$ cat src/rtl/qra_pkg.sv
// Shared types and constants of the quaternion rotation accumulator.
`default_nettype none

package qra_pkg;

	localparam int unsigned COMP_W = 16;
	localparam int unsigned NCOMP  = 4;
	localparam int unsigned NMAT   = 9;
	localparam int unsigned ACC_W  = 35;
	localparam int unsigned RND_W  = 36;

	localparam logic [1:0] CX = 2'd0;
	localparam logic [1:0] CY = 2'd1;
	localparam logic [1:0] CZ = 2'd2;
	localparam logic [1:0] CW = 2'd3;

	localparam logic signed [COMP_W-1:0] Q_ONE  = 16'sd16384;
	localparam logic signed [RND_W-1:0]  Q_HALF = 36'sd8192;
	// Rounding half plus the subtracted one of a diagonal entry, in Q4.28.
	localparam logic signed [RND_W-1:0]  DIAG_BIAS = 36'sd8192 - 36'sd268435456;

	typedef enum logic [1:0] {
		REQ_LOAD    = 2'd0,
		REQ_COMPOSE = 2'd1,
		REQ_CONJ    = 2'd2
	} req_e_t;

	typedef enum logic [3:0] {
		ST_IDLE,
		ST_APPLY,
		ST_COMPOSE,
		ST_CDRAIN,
		ST_COMMIT,
		ST_MATRIX,
		ST_MDRAIN,
		ST_PUBLISH
	} state_t;

	typedef struct packed {
		logic       capture;
		logic       load;
		logic       conj;
		logic       commit;
		logic       publish;
		logic       issue;
		logic [1:0] a0;
		logic [1:0] b0;
		logic [1:0] a1;
		logic [1:0] b1;
		logic       b_in;
		logic       neg0;
		logic       neg1;
		logic       clr;
		logic       fin;
		logic       mat;
		logic       diag;
		logic [3:0] dst;
	} cmd_t;

	typedef struct packed {
		logic       act;
		logic       clr;
		logic       neg0;
		logic       neg1;
		logic       fin;
		logic       mat;
		logic       diag;
		logic [3:0] dst;
	} pipe_t;

endpackage

`default_nettype wire

$ cat src/rtl/quaternion_rotation_accumulator.sv
// Top level of the quaternion rotation accumulator with rotation-matrix readout.
`default_nettype none

// Holds one orientation quaternion in signed Q2.14 and, per input item, loads it,
// composes it on the right by Hamilton product, or conjugates it; every item then
// yields the nine rotation-matrix entries of the new orientation, rounded to nearest
// and saturated. Two multipliers are shared by all products, so a compose runs the
// Hamilton product steps and then the matrix steps, while a load, a conjugate or an
// unused request code runs the matrix steps only. The next item is accepted in the
// cycle after the result has moved into the output register, which may still be
// waiting to be taken.
module quaternion_rotation_accumulator import qra_pkg::*; (
	input  wire logic         clk,
	input  wire logic         arst_n,
	input  wire logic         s_tvalid,
	output logic              s_tready,
	input  wire logic [63:0]  s_tdata,   // in_x, in_y, in_z, in_w
	input  wire logic [1:0]   s_tuser,   // req_type
	output logic              m_tvalid,
	input  wire logic         m_tready,
	output logic      [143:0] m_tdata    // m00, m01, m02, m10, m11, m12, m20, m21, m22
);

	cmd_t cmd;

	qra_ctrl u_ctrl (
		.clk      (clk),
		.arst_n   (arst_n),
		.s_tvalid (s_tvalid),
		.s_tready (s_tready),
		.req_type (s_tuser),
		.m_tvalid (m_tvalid),
		.m_tready (m_tready),
		.cmd      (cmd)
	);

	qra_dp u_dp (
		.clk      (clk),
		.arst_n   (arst_n),
		.cmd      (cmd),
		.in_data  (s_tdata),
		.out_data (m_tdata)
	);

endmodule

`default_nettype wire

$ cat src/rtl/qra_ctrl.sv
// Sequencer that steps the shared multipliers through product and matrix work.
`default_nettype none

module qra_ctrl import qra_pkg::*; (
	input  wire logic       clk,
	input  wire logic       arst_n,
	input  wire logic       s_tvalid,
	output logic            s_tready,
	input  wire logic [1:0] req_type,
	output logic            m_tvalid,
	input  wire logic       m_tready,
	output cmd_t            cmd
);

	state_t     state_q, state_d;
	logic [3:0] step_q, step_d;
	logic [1:0] type_q;
	logic       m_tvalid_q;

	always_ff @(posedge clk or negedge arst_n) begin
		if (!arst_n) begin
			state_q    <= ST_IDLE;
			step_q     <= '0;
			type_q     <= '0;
			m_tvalid_q <= 1'b0;
		end else begin
			state_q <= state_d;
			step_q  <= step_d;
			if (cmd.capture) begin
				type_q <= req_type;
			end
			if (cmd.publish) begin
				m_tvalid_q <= 1'b1;
			end else if (m_tready) begin
				m_tvalid_q <= 1'b0;
			end
		end
	end

	always_comb begin
		state_d = state_q;
		step_d  = step_q;
		case (state_q)
			ST_IDLE: begin
				step_d = '0;
				if (s_tvalid) begin
					state_d = ST_APPLY;
				end
			end
			ST_APPLY: begin
				step_d = '0;
				if (type_q == REQ_COMPOSE) begin
					state_d = ST_COMPOSE;
				end else begin
					state_d = ST_MATRIX;
				end
			end
			ST_COMPOSE: begin
				if (step_q == 4'd7) begin
					state_d = ST_CDRAIN;
					step_d  = '0;
				end else begin
					step_d = step_q + 4'd1;
				end
			end
			ST_CDRAIN: begin
				if (step_q == 4'd1) begin
					state_d = ST_COMMIT;
					step_d  = '0;
				end else begin
					step_d = step_q + 4'd1;
				end
			end
			ST_COMMIT: begin
				state_d = ST_MATRIX;
				step_d  = '0;
			end
			ST_MATRIX: begin
				if (step_q == 4'd8) begin
					state_d = ST_MDRAIN;
					step_d  = '0;
				end else begin
					step_d = step_q + 4'd1;
				end
			end
			ST_MDRAIN: begin
				if (step_q == 4'd1) begin
					state_d = ST_PUBLISH;
					step_d  = '0;
				end else begin
					step_d = step_q + 4'd1;
				end
			end
			ST_PUBLISH: begin
				step_d = '0;
				if (!m_tvalid_q || m_tready) begin
					state_d = ST_IDLE;
				end
			end
			default: begin
				state_d = ST_IDLE;
				step_d  = '0;
			end
		endcase
	end

	always_comb begin
		cmd      = '0;
		s_tready = 1'b0;
		m_tvalid = m_tvalid_q;
		case (state_q)
			ST_IDLE: begin
				s_tready    = 1'b1;
				cmd.capture = s_tvalid;
			end
			ST_APPLY: begin
				cmd.load = (type_q == REQ_LOAD);
				cmd.conj = (type_q == REQ_CONJ);
			end
			ST_COMPOSE: begin
				cmd.issue = 1'b1;
				cmd.b_in  = 1'b1;
				cmd.clr   = !step_q[0];
				cmd.fin   = step_q[0];
				cmd.dst   = {2'b00, step_q[2:1]};
				case (step_q[2:0])
					3'd0: begin
						cmd.a0 = CW; cmd.b0 = CX; cmd.a1 = CX; cmd.b1 = CW;
					end
					3'd1: begin
						cmd.a0 = CY; cmd.b0 = CZ; cmd.a1 = CZ; cmd.b1 = CY;
						cmd.neg1 = 1'b1;
					end
					3'd2: begin
						cmd.a0 = CW; cmd.b0 = CY; cmd.a1 = CY; cmd.b1 = CW;
					end
					3'd3: begin
						cmd.a0 = CZ; cmd.b0 = CX; cmd.a1 = CX; cmd.b1 = CZ;
						cmd.neg1 = 1'b1;
					end
					3'd4: begin
						cmd.a0 = CW; cmd.b0 = CZ; cmd.a1 = CZ; cmd.b1 = CW;
					end
					3'd5: begin
						cmd.a0 = CX; cmd.b0 = CY; cmd.a1 = CY; cmd.b1 = CX;
						cmd.neg1 = 1'b1;
					end
					3'd6: begin
						cmd.a0 = CW; cmd.b0 = CW; cmd.a1 = CX; cmd.b1 = CX;
						cmd.neg1 = 1'b1;
					end
					3'd7: begin
						cmd.a0 = CY; cmd.b0 = CY; cmd.a1 = CZ; cmd.b1 = CZ;
						cmd.neg0 = 1'b1;
						cmd.neg1 = 1'b1;
					end
					default: begin
						cmd.a0 = CW; cmd.b0 = CW; cmd.a1 = CW; cmd.b1 = CW;
					end
				endcase
			end
			ST_COMMIT: begin
				cmd.commit = 1'b1;
			end
			ST_MATRIX: begin
				cmd.issue = 1'b1;
				cmd.mat   = 1'b1;
				cmd.clr   = 1'b1;
				cmd.fin   = 1'b1;
				cmd.dst   = step_q;
				case (step_q)
					4'd0: begin
						cmd.a0 = CW; cmd.b0 = CW; cmd.a1 = CX; cmd.b1 = CX;
						cmd.diag = 1'b1;
					end
					4'd1: begin
						cmd.a0 = CX; cmd.b0 = CY; cmd.a1 = CW; cmd.b1 = CZ;
						cmd.neg1 = 1'b1;
					end
					4'd2: begin
						cmd.a0 = CX; cmd.b0 = CZ; cmd.a1 = CW; cmd.b1 = CY;
					end
					4'd3: begin
						cmd.a0 = CX; cmd.b0 = CY; cmd.a1 = CW; cmd.b1 = CZ;
					end
					4'd4: begin
						cmd.a0 = CW; cmd.b0 = CW; cmd.a1 = CY; cmd.b1 = CY;
						cmd.diag = 1'b1;
					end
					4'd5: begin
						cmd.a0 = CY; cmd.b0 = CZ; cmd.a1 = CW; cmd.b1 = CX;
						cmd.neg1 = 1'b1;
					end
					4'd6: begin
						cmd.a0 = CX; cmd.b0 = CZ; cmd.a1 = CW; cmd.b1 = CY;
						cmd.neg1 = 1'b1;
					end
					4'd7: begin
						cmd.a0 = CY; cmd.b0 = CZ; cmd.a1 = CW; cmd.b1 = CX;
					end
					4'd8: begin
						cmd.a0 = CW; cmd.b0 = CW; cmd.a1 = CZ; cmd.b1 = CZ;
						cmd.diag = 1'b1;
					end
					default: begin
						cmd.a0 = CW; cmd.b0 = CW; cmd.a1 = CW; cmd.b1 = CW;
					end
				endcase
			end
			ST_PUBLISH: begin
				cmd.publish = !m_tvalid_q || m_tready;
			end
			default: begin
				cmd = '0;
			end
		endcase
	end

`ifndef SYNTHESIS
	ap_publish_free: assert property (@(posedge clk) disable iff (!arst_n)
		cmd.publish |-> (!m_tvalid_q || m_tready))
		else $error("result register overwritten while still held");
	ap_accept_apply: assert property (@(posedge clk) disable iff (!arst_n)
		(s_tvalid && s_tready) |=> (state_q == ST_APPLY))
		else $error("accepted item not applied");
	ap_step_range: assert property (@(posedge clk) disable iff (!arst_n)
		step_q <= 4'd8)
		else $error("step counter out of range");
	ap_commit_order: assert property (@(posedge clk) disable iff (!arst_n)
		(state_q == ST_COMMIT) |-> ($past(state_q) == ST_CDRAIN))
		else $error("commit without finished product");
`endif

endmodule

`default_nettype wire

$ cat src/rtl/qra_dp.sv
// Datapath: orientation store, two shared multipliers, accumulator and rounding.
`default_nettype none

module qra_dp import qra_pkg::*; (
	input  wire logic          clk,
	input  wire logic          arst_n,
	input  wire cmd_t          cmd,
	input  wire logic [63:0]   in_data,
	output logic      [143:0]  out_data
);

	logic signed [COMP_W-1:0] st_q  [NCOMP];
	logic signed [COMP_W-1:0] in_q  [NCOMP];
	logic signed [COMP_W-1:0] tmp_q [NCOMP];
	logic signed [COMP_W-1:0] mat_q [NMAT];
	logic signed [COMP_W-1:0] out_q [NMAT];

	logic signed [COMP_W-1:0] a0, b0, a1, b1;
	logic signed [31:0]       prod0_s1, prod1_s1;
	pipe_t                    pipe_in, ctl_s1, ctl_s2;
	logic signed [ACC_W-1:0]  term0, term1, sum, acc_q;
	logic signed [RND_W-1:0]  rnd_val, rnd_shift;
	logic signed [COMP_W-1:0] res;

	function automatic logic signed [COMP_W-1:0] neg_sat(input logic signed [COMP_W-1:0] v);
		if (v == -16'sd32768) begin
			return 16'sd32767;
		end
		return -v;
	endfunction

	always_ff @(posedge clk or negedge arst_n) begin
		if (!arst_n) begin
			st_q[CX] <= '0;
			st_q[CY] <= '0;
			st_q[CZ] <= '0;
			st_q[CW] <= Q_ONE;
		end else if (cmd.load) begin
			for (int i = 0; i < NCOMP; i++) begin
				st_q[i] <= in_q[i];
			end
		end else if (cmd.conj) begin
			st_q[CX] <= neg_sat(st_q[CX]);
			st_q[CY] <= neg_sat(st_q[CY]);
			st_q[CZ] <= neg_sat(st_q[CZ]);
		end else if (cmd.commit) begin
			for (int i = 0; i < NCOMP; i++) begin
				st_q[i] <= tmp_q[i];
			end
		end
	end

	always_ff @(posedge clk) begin
		if (cmd.capture) begin
			for (int i = 0; i < NCOMP; i++) begin
				in_q[i] <= in_data[i*COMP_W +: COMP_W];
			end
		end
		if (cmd.publish) begin
			for (int i = 0; i < NMAT; i++) begin
				out_q[i] <= mat_q[i];
			end
		end
	end

	always_comb begin
		a0 = st_q[cmd.a0];
		a1 = st_q[cmd.a1];
		b0 = cmd.b_in ? in_q[cmd.b0] : st_q[cmd.b0];
		b1 = cmd.b_in ? in_q[cmd.b1] : st_q[cmd.b1];
		pipe_in      = '0;
		pipe_in.act  = cmd.issue;
		pipe_in.clr  = cmd.clr;
		pipe_in.neg0 = cmd.neg0;
		pipe_in.neg1 = cmd.neg1;
		pipe_in.fin  = cmd.fin;
		pipe_in.mat  = cmd.mat;
		pipe_in.diag = cmd.diag;
		pipe_in.dst  = cmd.dst;
	end

	always_ff @(posedge clk) begin
		prod0_s1 <= a0 * b0;
		prod1_s1 <= a1 * b1;
	end

	always_ff @(posedge clk or negedge arst_n) begin
		if (!arst_n) begin
			ctl_s1 <= '0;
			ctl_s2 <= '0;
		end else begin
			ctl_s1 <= cmd.issue ? pipe_in : '0;
			ctl_s2 <= ctl_s1;
		end
	end

	always_comb begin
		term0 = $signed({{(ACC_W-32){prod0_s1[31]}}, prod0_s1});
		term1 = $signed({{(ACC_W-32){prod1_s1[31]}}, prod1_s1});
		if (ctl_s1.neg0) begin
			term0 = -term0;
		end
		if (ctl_s1.neg1) begin
			term1 = -term1;
		end
		sum = term0 + term1;
	end

	always_ff @(posedge clk) begin
		if (ctl_s1.act) begin
			acc_q <= ctl_s1.clr ? sum : acc_q + sum;
		end
	end

	always_comb begin
		if (ctl_s2.mat) begin
			rnd_val = $signed({acc_q, 1'b0}) + (ctl_s2.diag ? DIAG_BIAS : Q_HALF);
		end else begin
			rnd_val = $signed({acc_q[ACC_W-1], acc_q}) + Q_HALF;
		end
		rnd_shift = rnd_val >>> 14;
		if (rnd_shift > 36'sd32767) begin
			res = 16'sd32767;
		end else if (rnd_shift < -36'sd32768) begin
			res = -16'sd32768;
		end else begin
			res = rnd_shift[COMP_W-1:0];
		end
	end

	always_ff @(posedge clk) begin
		if (ctl_s2.fin) begin
			if (ctl_s2.mat) begin
				mat_q[ctl_s2.dst] <= res;
			end else begin
				tmp_q[ctl_s2.dst[1:0]] <= res;
			end
		end
	end

	always_comb begin
		for (int i = 0; i < NMAT; i++) begin
			out_data[i*COMP_W +: COMP_W] = out_q[i];
		end
	end

endmodule

`default_nettype wire
$ cat config.mk
export PLATFORM = sky130hd
export DESIGN_NAME = quaternion_rotation_accumulator
export DESIGN_NICKNAME = d
export VERILOG_FILES = /design/src/rtl/qra_pkg.sv /design/src/rtl/quaternion_rotation_accumulator.sv /design/src/rtl/qra_ctrl.sv /design/src/rtl/qra_dp.sv
export SDC_FILE = /design/constraint.sdc
export NUM_CORES = 2
export LEC_CHECK = 0
export ABC_AREA = 1
export BUFFER_PORTS_ARGS = -buffer_cell sky130_fd_sc_hd__buf_2
export CAP_MARGIN = 20
export CORE_UTILIZATION = 30
export DETAILED_ROUTE_END_ITERATION = 7
export HOLD_SLACK_MARGIN = 0.1
export PLACE_DENSITY = 0.48
export SLEW_MARGIN = 40
export SYNTH_ARGS = -nofsm -noshare
export SYNTH_HDL_FRONTEND = slang
export SYNTH_SLANG_ARGS = --single-unit
$ cat constraint.sdc
create_clock -name clk -period 6.8 [get_ports clk]
set_clock_uncertainty 0.15 [all_clocks]
set_input_delay 2.04 -clock clk [delete_from_list [all_inputs] [get_ports clk]]
set_output_delay 2.04 -clock clk [all_outputs]
set_load 0.01 [all_outputs]
==> flow_metrics.py <==
metrics = {
    "outcome": {
        "status": "complete, but fails checks",
        "violations": "setup timing",
    },
    "worst_setup_path": {
        "startpoint": "u_ctrl.step_q[0]",
        "crit_path_end_kind": "register",
        "path_max_fanout": 15,
        "critPathCapture": "u_dp.prod0_s1[24]",
        "crit_required_ns": 7.21,
        "critPathKind": "reg -> reg",
        "cp-start-kind": "register",
        "cp.buffers_inverters": 9,
        "worst_path_max_delay_cell": "fa_1",
        "r2r_cells": 31,
        "reg2reg_to": "u_dp.prod0_s1[24]",
        "r2r_start": "u_ctrl.step_q[0]",
        "max_stage_delay_ns": 0.60,
        "crit_family": "adder cells",
        "worstSetupPathDepth": 31,
        "cp.arrival_ns": 7.89,
        "regToRegSetupSlack_ns": -0.67,
        "path_common_cell": "fa_1",
    },
    "detailed_routing": {
        "num_vias": 44100,
        "dr_wl_met2_um": 88200,
        "ant_nets": 0,
        "wl_per_cell_um": 21.1,
        "drt_iter0_markers": 3329,
        "wl_met1_um": 85500,
        "drc_errors": 0,
        "wl_met3_um": 10500,
        "via_per_inst": 4.88,
        "highest_layer": "met4",
        "wl_um": 191000,
        "drt-pass1-iter-count": 5,
    },
    "logic_synthesis": {
        "yosysSeqAreaShare_pct": 33.3,
        "syn_avg_cell_area_um2": 8.71,
        "synth_edf_count": 451,
        "synth_ff_type": "edfxtp_1",
        "netlist_instances": 5911,
        "synth_area_um2": 51500,
        "syn_nets": 6759,
        "ys_ff_latch": 607,
        "yosysUniqueCellTypes": 53,
        "yosys_warnings": 0,
        "async_flop_share_pct": 15.2,
    },
    "die": {
        "chipWidth_um": 416,
        "initial_core_util_pct": 30.3,
        "die-area_um2": 173000,
        "die-height_um": 416,
        "num_rows": 151,
        "ioPinCount": 216,
        "core_region_area_um2": 170000,
    },
    "global_routing": {
        "overflow": 0,
        "grt_pass1_vias": 44600,
        "grt_pass1_wl_um": 285000,
        "grt_usage_pct": 22.0,
        "grt_antenna_before_repair": 6,
        "grt_max_degree": 84,
    },
    "timing": {
        "rsz0062_at_grt": "yes",
        "setup_viol": 45,
        "fmax_mhz": 134,
        "worst_pin_slew_ns": 0.840,
        "finalCritPeriodShare_pct": 110,
        "hold_violations": 0,
        "period_needed_ns": 7.47,
        "setup_slack_ns": -0.674,
        "slew_violations": 0,
        "maxSlewHeadroom_pct": 43.4,
    },
    "clocking": {
        "cts_hold_buf": 0,
        "cts_buffers": 69,
        "cts-root-buf": "clkbuf_16",
        "cts_buffer_depth": 3,
        "clk_latency_ns": 0.69,
        "cts_tree": "yes",
        "clkSlewWorstSetupHoldPaths_ns": 0.08,
        "clkSinkCount": 607,
        "ctsHtreeMaxLevel": 3,
    },
    "min_path": {
        "worstHoldPathType": "reg -> reg",
    },
    "cells_and_area": {
        "final_common_cell": "nand2_1",
        "ff_latch_area_um2": 17100,
        "final_nets": 7610,
        "mostFrequentLayoutCells": "nand2_1 (1170), inv_1 (912), nor2_1 (641)",
        "syn_to_final_growth_pct": 26.9,
        "multi_input_area_um2": 31800,
        "drive_above_1_share_pct": 22.0,
        "fillers": 17300,
    },
    "placed_design": {
        "hpwl_um": 153000,
        "gp_congestion": 0.994,
        "io_buffers": 215,
        "place_ws_ns": -1.27,
    },
    "run": {
        "drv_cap": 0,
    },
}
metal layers:
metal | global-route usage [%] | vias to the layer above
li1 | - | 20700
met1 | 30.2 | 21900
met2 | 35.8 | 1254
met3 | 2.75 | 265
met4 | 7.11 | 0
met5 | 0 | -
worst reg2reg max path: cells and delay by family, from the launching register on:
family,cells,cell delay [ns]
and+or+nand+nor,6,0.59
buffers and inverters,9,1.11
AOI/OAI and AO/OA,7,1.41
adders and majority gates,8,3.46
DFF,1,0.49
xor gates and xnor gates,1,0.14
layout make-up:
type	instances	share of cell area, %
clock buffers	83	2.77
inverters	987	5.80
repair inverters	2	0.0230
flip-flops and latches	607	26.2
well taps	2218	4.25
multi-input cells	4159	48.6
clock inverters	43	0.837
repair buffers	936	11.4
diodes	3	0.0115
metrics by stage:
| step | instance area, um2 | utilization [%] | TNS [ns] | hold WS (ns) | instances |
|---|---|---|---|---|---|
| 2_1_floorplan | 51700 | - | -0.0707 | 0.181 | 5911 |
| 3_3_place_gp | 59900 | 35.3 | -27.03 | 0.186 | 8795 |
| 3_5_place_dp | 59900 | 35.3 | -27.92 | 0.185 | 8796 |
| 4_1_cts | 64100 | 37.8 | -17.48 | 0.196 | 8983 |
| 5_1_grt | 65300 | 38.5 | -31.15 | 0.191 | 9035 |
| 6_report | 65300 | 38.5 | -19.70 | 0.185 | 9038 |
flip-flops by register name, summed over array words and instances, names as in the netlist:
| register | cells |
|---|---|
| u_dp.in_q | 64 |
| u_dp.acc_q | 35 |
| u_ctrl.step_q | 4 |
| u_ctrl.m_tvalid | 1 |
| u_ctrl.type_q | 2 |
| u_dp.ctl_s2 | 7 |
| u_dp.prod0_s1 | 32 |
| u_dp.tmp_q | 64 |
| u_dp.ctl_s1 | 11 |
| u_dp.out_q | 144 |
| u_dp.mat_q | 144 |
| u_dp.prod1_s1 | 32 |
| u_dp.st_q | 64 |
| u_ctrl.state_q | 3 |
how the worst min path moves through the flow:
stage | end | from | cells after the start
floorplan | u_dp.ctl_s2[0] | u_dp.ctl_s1[0] | 0
global placement | u_dp.ctl_s2[5] | u_dp.ctl_s1[5] | 0
detailed placement | u_dp.ctl_s2[5] | u_dp.ctl_s1[5] | 0
CTS | u_dp.ctl_s2[4] | u_dp.ctl_s1[4] | 0
global route | u_dp.ctl_s2[4] | u_dp.ctl_s1[4] | 0
finish | u_dp.ctl_s2[4] | u_dp.ctl_s1[4] | 0
Yosys cell counts (3+ instances only):
cell      number  area (um2)
and2_1         8        50.1
nand3b_1       9        67.6
nand2_2       23         144
edfxtp_1     451       13500
o31ai_1        8        60.1
or2_2         10        62.6
nand3_1      229        1150
o21ai_1       55         275
o22ai_1       20         125
nand2_1     1251        4700
buf_4         23         173
nand4_1       42         263
ha_1         252        3150
buf_6          4        45.0
nor3b_1        4        30.0
a31oi_1       46         288
a21oi_1      259        1300
nor2_1       687        2580
nor4_1        16         100
o21a_1         5        37.5
o221ai_1      25         219
clkbuf_1      49         184
buf_2         75         375
a21o_1        19         143
xnor2_1       63         552
inv_1        934        3510
a21boi_0       4        30.0
a211oi_1       3        22.5
fa_1         526       10500
nor2_2         4        25.0
clkinv_1       3        11.3
inv_2         50         188
o21ai_2        8        70.1
nor3_1        47         235
o21bai_1      25         188
buf_1          7        26.3
o21ai_0      251        1260
xor2_1       151        1320
o211ai_1      92         691
a22oi_1        3        22.5
dfrtp_1       91        2280
dfxtp_1       64        1280
repair_timing:
action	in CTS	in global routing
pin swaps	98	117
resized for setup	298	179
setup endpoints to repair	46	48
buffers inserted	58	47
cloned	5	4
logic make-up (layout without fill, tap and decap cells):
group           Yosys count  in the layout  share of synthesized area (%)
mux                       2              2                         0.0438
buf+inv                1145           2051                           8.76
simple gates           2333           2333                           18.3
compound gates          832            832                           9.37
xor+xnor                214            214                           3.64
fa+ha+maj               778            778                           26.6
flops                   607            607                           33.3
other cells               0              3                              0
Power is left out: the tool's default activity adds up to more than one toggle a clock period on the data nets, which glitch-free logic cannot reach.
